==> config.mk <==
export PLATFORM = sky130hd
export DESIGN_NAME = tffs_ctrl
export DESIGN_NICKNAME = d
export VERILOG_FILES = /design/src/design/tffs_pkg.sv /design/src/design/tffs_ctrl.sv
export SDC_FILE = /design/constraint.sdc
export NUM_CORES = 1
export LEC_CHECK = 0
export BUFFER_PORTS_ARGS = -buffer_cell sky130_fd_sc_hd__clkbuf_2
export CORE_UTILIZATION = 40
export DETAILED_ROUTE_END_ITERATION = 10
export GPL_ROUTABILITY_DRIVEN = 0
export MAX_ROUTING_LAYER = met4
export PLACE_DENSITY = 0.68
export SLEW_MARGIN = 10
export SYNTH_ARGS = -nofsm -noshare
export SYNTH_HDL_FRONTEND = slang
export SYNTH_SLANG_ARGS = --single-unit
==> constraint.sdc <==
create_clock -name clk -period 1.4 [get_ports clk]
set_input_delay 0.28 -clock clk [delete_from_list [all_inputs] [get_ports clk]]
set_output_delay 0.28 -clock clk [all_outputs]
set_load 0.03 [all_outputs]
==> src/design/tffs_pkg.sv <==
// ----------------------------------------------------------------------------
// tffs_pkg
// shared constants, widths and controller/datapath link types for the
// trilinear force field sampler
// ----------------------------------------------------------------------------
package tffs_pkg;

    localparam int MAX_GRID    = 16;
    localparam int STORE_DEPTH = MAX_GRID * MAX_GRID * MAX_GRID;
    localparam int ADDR_W      = $clog2(STORE_DEPTH);
    localparam int IDX_W       = $clog2(MAX_GRID);
    localparam int R_W         = $clog2(MAX_GRID + 1);
    localparam int RR_W        = 2 * R_W;
    localparam int M_W         = (IDX_W > 3) ? IDX_W : 3;

    localparam int RES_W       = 5;
    localparam int ENTRY_W     = 12;
    localparam int POS_W       = 24;
    localparam int FORCE_W     = 32;
    localparam int AXES        = 3;

    localparam int FRAC_BITS   = 18;
    localparam int W_W         = FRAC_BITS + 1;
    localparam int PW_W        = 2 * W_W;
    localparam int PE_W        = POS_W + 1;
    localparam int T_W         = PE_W + M_W + 1;
    localparam int Q_W         = T_W - FRAC_BITS;
    localparam int PROD_W      = FORCE_W + W_W + 1;
    localparam int ACC_W       = PROD_W + 3;
    localparam int TWO_Q16     = 2 << 16;

    localparam int CORNERS     = 8;
    localparam int CNT_W       = 3;
    localparam int PIPE_DRAIN  = 5;

    localparam logic [W_W-1:0] W_ONE = {1'b1, {FRAC_BITS{1'b0}}};

    localparam logic KIND_LOAD   = 1'b0;
    localparam logic KIND_SAMPLE = 1'b1;

    typedef struct packed {
        logic             write_entry;
        logic             capture;
        logic             setup;
        logic             clear_acc;
        logic             issue;
        logic [CNT_W-1:0] corner;
        logic             load_out;
        logic             out_zero;
    } tffs_cmd_t;

    typedef struct packed {
        logic in_range;
        logic res_zero;
    } tffs_sts_t;

endpackage

==> src/design/tffs_ctrl.sv <==
// ----------------------------------------------------------------------------
// tffs_ctrl
// sequencer for one sample: cell setup, eight corner issues, pipeline drain
// and hand-off into the result register
// ----------------------------------------------------------------------------
module tffs_ctrl
(
    input  logic                clk,
    input  logic                rst_n,
    input  logic                in_valid,
    input  logic                in_kind,
    output logic                in_ready,
    output logic                out_valid,
    input  logic                out_ready,
    input  tffs_pkg::tffs_sts_t sts,
    output tffs_pkg::tffs_cmd_t cmd
);

    localparam int ST_W = 3;
    localparam logic [ST_W-1:0] ST_IDLE   = 3'd0;
    localparam logic [ST_W-1:0] ST_SETUP  = 3'd1;
    localparam logic [ST_W-1:0] ST_DECIDE = 3'd2;
    localparam logic [ST_W-1:0] ST_ISSUE  = 3'd3;
    localparam logic [ST_W-1:0] ST_DRAIN  = 3'd4;
    localparam logic [ST_W-1:0] ST_FINISH = 3'd5;

    logic [ST_W-1:0]            state_reg, state_next;
    logic [tffs_pkg::CNT_W-1:0] cnt_reg, cnt_next;
    logic                       zero_reg, zero_next;
    logic                       out_valid_reg, out_valid_next;
    logic                       accept;
    logic                       slot_free;

    assign in_ready  = (state_reg == ST_IDLE);
    assign accept    = in_valid && in_ready;
    assign slot_free = !out_valid_reg || out_ready;
    assign out_valid = out_valid_reg;

    always_comb
    begin
        cmd             = '0;
        cmd.write_entry = accept && (in_kind == tffs_pkg::KIND_LOAD);
        cmd.capture     = accept && (in_kind == tffs_pkg::KIND_SAMPLE);
        cmd.setup       = (state_reg == ST_SETUP);
        cmd.clear_acc   = (state_reg == ST_DECIDE);
        cmd.issue       = (state_reg == ST_ISSUE);
        cmd.corner      = cnt_reg;
        cmd.load_out    = (state_reg == ST_FINISH) && slot_free;
        cmd.out_zero    = zero_reg;
    end

    always_comb
    begin
        state_next = state_reg;
        cnt_next   = cnt_reg;
        zero_next  = zero_reg;
        case (state_reg)
            ST_IDLE:
            begin
                if (cmd.capture)
                begin
                    state_next = ST_SETUP;
                end
            end
            ST_SETUP:
            begin
                state_next = ST_DECIDE;
            end
            ST_DECIDE:
            begin
                zero_next = sts.res_zero || !sts.in_range;
                cnt_next  = '0;
                if (sts.res_zero || !sts.in_range)
                begin
                    state_next = ST_FINISH;
                end
                else
                begin
                    state_next = ST_ISSUE;
                end
            end
            ST_ISSUE:
            begin
                if (cnt_reg == tffs_pkg::CNT_W'(tffs_pkg::CORNERS - 1))
                begin
                    cnt_next   = '0;
                    state_next = ST_DRAIN;
                end
                else
                begin
                    cnt_next = cnt_reg + 1'b1;
                end
            end
            ST_DRAIN:
            begin
                if (cnt_reg == tffs_pkg::CNT_W'(tffs_pkg::PIPE_DRAIN - 1))
                begin
                    state_next = ST_FINISH;
                end
                else
                begin
                    cnt_next = cnt_reg + 1'b1;
                end
            end
            ST_FINISH:
            begin
                if (slot_free)
                begin
                    state_next = ST_IDLE;
                end
            end
            default:
            begin
                state_next = ST_IDLE;
            end
        endcase
    end

    always_comb
    begin
        out_valid_next = out_valid_reg;
        if (cmd.load_out)
        begin
            out_valid_next = 1'b1;
        end
        else if (out_ready)
        begin
            out_valid_next = 1'b0;
        end
    end

    always_ff @(posedge clk or negedge rst_n)
    begin
        if (!rst_n)
        begin
            state_reg     <= ST_IDLE;
            cnt_reg       <= '0;
            zero_reg      <= 1'b0;
            out_valid_reg <= 1'b0;
        end
        else
        begin
            state_reg     <= state_next;
            cnt_reg       <= cnt_next;
            zero_reg      <= zero_next;
            out_valid_reg <= out_valid_next;
        end
    end

    // all eight corners go out before the drain starts
    a_full_issue: assert property (@(posedge clk) disable iff (!rst_n)
        (state_reg == ST_DRAIN && $past(state_reg) == ST_ISSUE)
        |-> $past(cnt_reg) == tffs_pkg::CNT_W'(tffs_pkg::CORNERS - 1))
        else $error("drain entered before all corners were issued");

    a_sample_setup: assert property (@(posedge clk) disable iff (!rst_n)
        cmd.capture |=> state_reg == ST_SETUP)
        else $error("sample item not followed by setup");

    a_no_overwrite: assert property (@(posedge clk) disable iff (!rst_n)
        (out_valid_reg && !out_ready) |-> !cmd.load_out)
        else $error("result register overwritten while still held");

    a_result_origin: assert property (@(posedge clk) disable iff (!rst_n)
        $rose(out_valid_reg) |-> $past(state_reg) == ST_FINISH)
        else $error("result raised outside the finish step");

endmodule

==> results of run 1 <==
## critical path, cell delays in order (launching register included)
cell and delay (ns):
dfrtp_1 0.40, buf_6 0.14, nor3_4 0.20, and3_4 0.21, buf_8 0.11
## cells by family (layout without fill, tap and decap cells)
family          count (synthesis)  count (layout)  share of synthesized area [%]
fa+ha+maj                       3               3                          6.667
buf+inv                        11              45                          9.777
compound gates                 16              16                          19.56
mux                             2               2                          4.666
flops                           8               8                          35.56
simple gates                   21              21                          23.78
## final cells by class
type / instances / area share, %
multi-input cells: 42 / 42.13
repair buffers: 35 / 29.27
inverters: 6 / 2.362
well taps: 15 / 1.969
clock buffers: 4 / 2.756
flip-flops and latches: 8 / 21.52
## metal layers
layer | track usage (%) | up-vias | share of wire (%)
met5 | - | - | 0
met4 | 6.897 | 0 | 2.0
met3 | 8.523 | 6 | 3.5
met2 | 35.66 | 21 | 52
met1 | 29.41 | 300 | 42
li1 | - | 289 | -
## final timing paths
check                                to          from
setup reg to reg           state_reg[0]    cnt_reg[1]
setup / recovery                 cmd[8]  state_reg[2]
max in group asynchronous  state_reg[0]         rst_n
hold / removal                out_valid     out_ready
hold reg to reg            state_reg[1]  state_reg[2]
min in group asynchronous    cnt_reg[2]         rst_n
## report_power, final
group          total, mW  internal (mW)  switching [mW]
Clock              0.198          0.110          0.0888
Sequential         0.505          0.341           0.164
Combinational       1.64          0.808           0.828
Total               2.34           1.26            1.08
## placed cells by master (no fill, tap or decap), drive strengths merged, types with 3 or more instances in the layout
master	netlist	routed
dfrtp	8	8
o21ai	3	3
nand2	5	5
buf	5	23
a21oi	5	5
ha	3	3
inv	6	6
clkbuf	0	15
## repair_timing
item                       in CTS  in global routing
hold buffers                    1                  0
setup endpoints to repair       8                  9
pin swaps                       0                  7
hold endpoints to repair        8                  0
buffers inserted                3                  3
gates resized for setup        15                 20
## stage by stage
| stage | instance area (sq um) | power (mW) | worst slack [ns] | instances | hold WS (ns) |
|---|---|---|---|---|---|
| 2_1_floorplan | 615.6 | 1.341 | -0.1447 | 61 | -0.01559 |
| 5_1_grt | 953.4 | 2.480 | -0.2747 | 110 | 0.2471 |
| 3_5_place_dp | 763.2 | 1.684 | -0.01227 | 99 | 0.1434 |
| 3_3_place_gp | 763.2 | 1.675 | -0.007397 | 99 | 0.1479 |
| 4_1_cts | 870.8 | 2.017 | -0.1743 | 107 | 0.2482 |
| 6_report | 953.4 | 2.339 | -0.2161 | 110 | 0.2480 |
==> metrics.yaml, run 1 <==
period_minus_slack_ns: 1.616
finalWirelength_um: 1706
cap_violations: 0
yosys_register_bits: 8
multi_input_area_sq_um: 401.6
skew_ns: 0.009499
critical_path_class: "flop to output port"
r2r_cells: 5
max_slew.worst_pin.slew_ns: 0.3257
syn-cell-area_sq_um: 563.0
initial_core_util_pct: 43.27
synth_cells: 61
crit_path_end_kind: "output port"
min_path_cells: 2
post-route-util_pct: 73.27
synthArstFlopShare_pct: 100.0
cp.arrival_ns: 1.34
clkLatencyLatePin_ns: 0.27
clock_sink_count: 8
setup-violations-final: 9
synth_edf_count: 0
rsz0062_at_grt: "true"
seq_area_frac_synth_pct: 35.56
gr-usage-all-layers_pct: 23.64
io_buffers: 18
grt_max_degree: 10
startpoint_type: "flop"
overflow: 0
status: "finished, violations left"
synth_top_area_cell: "dfrtp_1"
max_slew_margin_pct: 78.29
hold_violations: 0
die-width_um: 39.52
first_pass_iters: 4
avgSynthCellArea_sq_um: 9.230
synth_flop_cell: "dfrtp_1"
syn_to_final_growth_pct: 69.33
powerDensity_nw_per_um2: 2454
drive_above_1_share_pct: 63.16
slew_viol_final: 0
num_io_pins: 19
synth_common_cells: "dfrtp_1, inv_1, a21oi_1, nand2_1"
timing.fmax_mhz: 618.8
die_y_um: 39.52
cts_tree: "done"
fillers: 90
rows: 13
grt_pass1_vias: 533
wire_per_inst_um: 15.51
ctsLongestPathBuffers: 2
vias_per_cell: 5.600
tns_ns: -1.077
required_ns: 1.12
yosysWarnings: 0
path_max_fanout: 5
htree_num_levels: 1
drt_iter0_drc: 16
antennaDiodeCount: 0
nets: 106
syn_nets: 71
detail-route-antenna-nets: 0
synthTopCellsByArea: "dfrtp_1, ha_1, a21oi_1"
regArea_sq_um: 205.2
num_vias: 616
ir_worst_vdd_v: 0.001413
cts_buffers: 3
dp_hpwl_um: 1003
min_path_type: "primary input to flop"
synth.top_cell.area_share_pct: 35.56
fp.coreArea_sq_um: 1301
ys_types: 31
r2r_slack_ns: -0.07
p_leak_nw: 0.4339
violations: "setup timing"
drc_errors: 0
cts.clk_slew.worst_paths_ns: 0.05
grt_pass1_wl_um: 2359
setup_ws_ns: -0.2161
synth_most_common_cell: "dfrtp_1"
root_buffer: "clkbuf_4"
antenna_found_initial: 0
dieArea_sq_um: 1561
fin_crit_sh_pct: 115.4
Note: power is estimated with default switching activity, not from simulation.
==> run 2: changes to the inputs <==
- RECOVER_POWER: not set -> 100
- SKIP_LAST_GASP: not set -> 1
==> metrics.yaml, run 2 (same netlist as run 1, synthesis figures left out) <==
period_minus_slack_ns: 1.608
vias_per_cell: 5.382
fin_crit_sh_pct: 114.9
min_path_type: "primary input to flop"
setup_ws_ns: -0.2080
grt_pass1_wl_um: 2359
power_mw: 2.271
cts_tree: "done"
clkLatencyLatePin_ns: 0.26
place_inst: 99
drt-met1-wl_um: 700
dp_hpwl_um: 1003
max_slew.worst_pin.slew_ns: 0.4710
p_leak_nw: 0.4231
ir_worst_vdd_v: 0.001408
cts_buffers: 3
rsz0062_at_grt: "true"
root_buffer: "clkbuf_4"
crit_path_end_kind: "output port"
most-common-layout-cells: "buf_4, clkbuf_2, clkbuf_1, dfrtp_1, buf_6"
violations: "setup timing"
critical_path_class: "flop to output port"
timing.fmax_mhz: 621.9
fp.coreArea_sq_um: 1301
met3_length_um: 69
grt_max_degree: 10
ctsLongestPathBuffers: 2
cp.arrival_ns: 1.33
drc_errors: 0
required_ns: 1.12
clock_sink_count: 8
gr-usage-all-layers_pct: 23.64
top_layer: "met4"
drive_above_1_share_pct: 55.79
detail-route-antenna-nets: 0
max_slew_margin_pct: 68.60
slew_viol_final: 0
layout_commonest_cell: "buf_4"
finalWirelength_um: 1614
powerDensity_nw_per_um2: 2443
antenna_found_initial: 0
skew_ns: 0.008632
slowest_stage: "dfrtp_1"
rows: 13
nets: 106
wire_per_inst_um: 14.67
die-width_um: 39.52
dieArea_sq_um: 1561
r2r_cells: 5
path_max_fanout: 5
first_pass_iters: 4
antennaDiodeCount: 0
setup-violations-final: 10
fin_hold_ws_ns: 0.2557
cap_violations: 0
num_io_pins: 19
routed-wl-met2_um: 820
min_path_cells: 2
startpoint_type: "flop"
post-route-util_pct: 71.44
num_vias: 592
htree_num_levels: 1
initial_core_util_pct: 43.27
cpPeakStageDelay_ns: 0.40
overflow: 0
drt_iter0_drc: 8
syn_to_final_growth_pct: 65.11
final_cells: 110
cp_cell_sequence: "buf_6 > nor3_4 > and3_4 > buf_8"
cts.clk_slew.worst_paths_ns: 0.05
status: "finished, violations left"
hold_violations: 0
io_buffers: 18
grt_pass1_vias: 533
die_y_um: 39.52
[run 2: power breakdown]
| part | switching (mW) | total, mW | internal, mW |
|---|---|---|---|
| combinational | 0.804 | 1.58 | 0.779 |
| clock | 0.0857 | 0.195 | 0.109 |
| sequential | 0.154 | 0.493 | 0.339 |
[run 2: final cells by class]
| type | instances | area [sq um] |
|---|---|---|
| repair buffers | 35 | 274.0 |
| inverters | 6 | 22.52 |
| clock buffers | 4 | 26.28 |
| multi-input cells | 42 | 384.1 |
| flip-flops and latches | 8 | 203.9 |
| fillers | 97 | 371.6 |
| well taps | 15 | 18.77 |
[run 2: path summary, 6_finish.rpt]
path | from | end | slack [ns]
setup / recovery | state_reg[2] | cmd[8] | -0.21
hold / removal | out_ready | out_valid | 0.26
setup reg to reg | cnt_reg[1] | state_reg[0] | -0.12
hold reg to reg | state_reg[2] | state_reg[1] | 0.48
max in group asynchronous | rst_n | state_reg[0] | 0.56
min in group asynchronous | rst_n | cnt_reg[2] | 0.49
[run 2: what timing repair did]
action	in CTS	in global routing
endpoints found under the setup margin	8	9
buffers inserted	3	3
pin swaps	0	6
gates resized for setup	15	19
hold endpoints to repair	8	0
hold buffers	1	0
[run 2: worst max-delay path: cells and delay by family, from the launching register on]
kind	cells	cell delay [ns]
DFF	1	0.40
and+or+nand+nor	2	0.41
buffers and inverters	2	0.25
[run 2: per-stage QoR]
stage	area (sq um)	TNS, ns	setup WS, ns
CTS	870.8	-0.9426	-0.1743
global placement	763.2	-0.007397	-0.007397
detailed placement	763.2	-0.01227	-0.01227
floorplan	615.6	-0.4315	-0.1447
global route	929.6	-1.743	-0.2747
finish	929.6	-1.132	-0.2080
[run 2: layer usage]
metal	up-vias	GRT usage (%)
met2	20	35.66
met5	-	-
met3	4	8.523
met1	282	29.41
met4	0	6.897
li1	286	-
==> run 3: changes to the inputs <==
- ABC_AREA: not set -> 1
==> metrics.yaml, run 3 <==
status: "finished, violations left"
violations: "setup timing"
overflow: 0
seq_area_frac_synth_pct: 35.40
synth_most_common_cell: "nand2_1"
grt_pass1_vias: 470
power_mw: 2.061
slew_viol_final: 0
die_y_um: 39.60
timing.fmax_mhz: 658.3
syn_to_final_growth_pct: 54.20
initial_core_util_pct: 43.46
antennaDiodeCount: 0
io_buffers: 18
synth_edf_count: 0
synth_xor_area_share_pct: 0
p_comb_share_pct: 71.9
rows: 13
grt_max_degree: 9
yosys.area_share.simple_pct: 34.51
post_dp_cell_area_sq_um: 708.2
drive_above_1_share_pct: 49.02
antenna_found_initial: 0
avgSynthCellArea_sq_um: 7.965
synth_mux_area_share_pct: 0
dieArea_sq_um: 1568
swShare_pct: 48.25
synth_top_area_cell: "dfrtp_1"
fin_crit_sh_pct: 108.5
cts_buffers: 3
dp_hpwl_um: 954.2
synth.top_cell.area_share_pct: 35.40
yosysWarnings: 0
final_area_sq_um: 872.1
ys_types: 20
gr-usage-all-layers_pct: 19.42
startpoint_type: "flop"
nets: 114
p_leak_nw: 0.4564
cap_violations: 0
drc_errors: 0
setup_ws_ns: -0.1190
detail-route-antenna-nets: 0
synthTopCellsByArea: "dfrtp_1, nand2_1, inv_1"
root_buffer: "clkbuf_4"
fp.coreArea_sq_um: 1301
r2r_slack_ns: 0.08
clkPwrFrac_pct: 8.5
power_switching_uw: 994.3
finalWirelength_um: 1255
cts_tree: "done"
ctsLongestPathBuffers: 2
skew_ns: 0.006800
max_slew.worst_pin.slew_ns: 0.4385
synthArstFlopShare_pct: 100.0
vias_per_cell: 4.658
num_io_pins: 19
htree_num_levels: 1
clkLatencyLatePin_ns: 0.25
layout_commonest_cell: "nand2_1"
most-common-layout-cells: "nand2_1, buf_4, inv_1"
wire_per_inst_um: 10.73
synth-compound-area-share_pct: 10.84
min_path_type: "primary input to flop"
fin_hold_ws_ns: 0.3417
syn-cell-area_sq_um: 565.5
synth_common_cells: "nand2_1, inv_1, dfrtp_1"
p_int_mw: 1.067
cp.arrival_ns: 1.24
max_slew_margin_pct: 70.77
yosys_register_bits: 8
die-width_um: 39.60
pre_cts_slack_ns: 0.06498
pwr-share-seq_pct: 19.5
required_ns: 1.12
drt_iter0_drc: 1
period_minus_slack_ns: 1.519
ir_worst_vdd_v: 0.001132
path_max_fanout: 5
hold_violations: 0
crit_path_end_kind: "output port"
syn_nets: 81
grt_pass1_wl_um: 1959
first_pass_iters: 4
tns_ns: -0.4715
critical_path_class: "flop to output port"
cts.clk_slew.worst_paths_ns: 0.05
synth_top_family_by_area: "simple AND/OR/NAND/NOR gates"
powerDensity_nw_per_um2: 2363
rsz0062_at_grt: "true"
num_vias: 545
synth_flop_cell: "dfrtp_1"
synth-adder-area-share_pct: 6.637
synth_cells: 71
clock_sink_count: 8
setup-violations-final: 7
-- run 3: per-layer routing --
layer | routed length (um) | share of wire (%) | GRT usage [%]
met1 | 514 | 41 | 22.22
met2 | 682 | 54 | 33.20
met3 | 41 | 3.3 | 3.409
met4 | 17 | 1.4 | 7.759
met5 | 0 | 0 | -
-- run 3: worst paths after layout --
path,from,endpoint,cells past startpoint
setup reg to reg,state_reg[0],cnt_reg[2],7
hold / removal,out_ready,out_valid,4
max in group asynchronous,rst_n,out_valid,2
hold reg to reg,zero_reg,zero_reg,2
setup / recovery,state_reg[2],cmd[8],5
min in group asynchronous,rst_n,cnt_reg[2],2
-- run 3: kinds of logic after synthesis --
| group | after synthesis |
|---|---|
| fa+ha+maj | 3 |
| compound gates | 11 |
| buf+inv | 15 |
| flops | 8 |
| simple gates | 34 |
-- run 3: layout make-up --
cell class | instances | area, sq um
clock buffer | 3 | 22.52
fill | 121 | 429.2
timing repair buffer | 31 | 255.2
inverter | 12 | 45.04
multi-input combinational | 48 | 330.3
tap | 15 | 18.77
sequential | 8 | 200.2
-- run 3: power by group through the flow --
stage / Sequential (mW) / Combinational (mW) / Clock, mW
after global placement: 0.402 / 1.16 / 0
after detailed placement: 0.402 / 1.19 / 0
after floorplan: 0.502 / 0.799 / 0
final: 0.403 / 1.48 / 0.176
after CTS: 0.401 / 1.45 / 0.178
after global routing: 0.416 / 1.62 / 0.194
-- run 3: worst max-delay path: stages, from the launching register on --
cell,delay (ns)
dfrtp_1,0.39
buf_12,0.14
nor2_4,0.12
nand2_2,0.08
nor2_2,0.10
clkbuf_8,0.16
-- run 3: what timing repair did --
action,in CTS,in global routing
pin swaps,4,0
cloned,0,0
endpoints found under the setup margin,7,7
gates resized for setup,16,7
buffers inserted,8,1
endpoints found under the hold margin,8,0
hold buffers,1,0
-- run 3: stage by stage --
step,utilization (%),cells
after floorplan,-,71
after global placement,54.42,104
after detailed placement,54.42,104
after CTS,66.35,116
after global routing,67.02,117
final,67.02,117
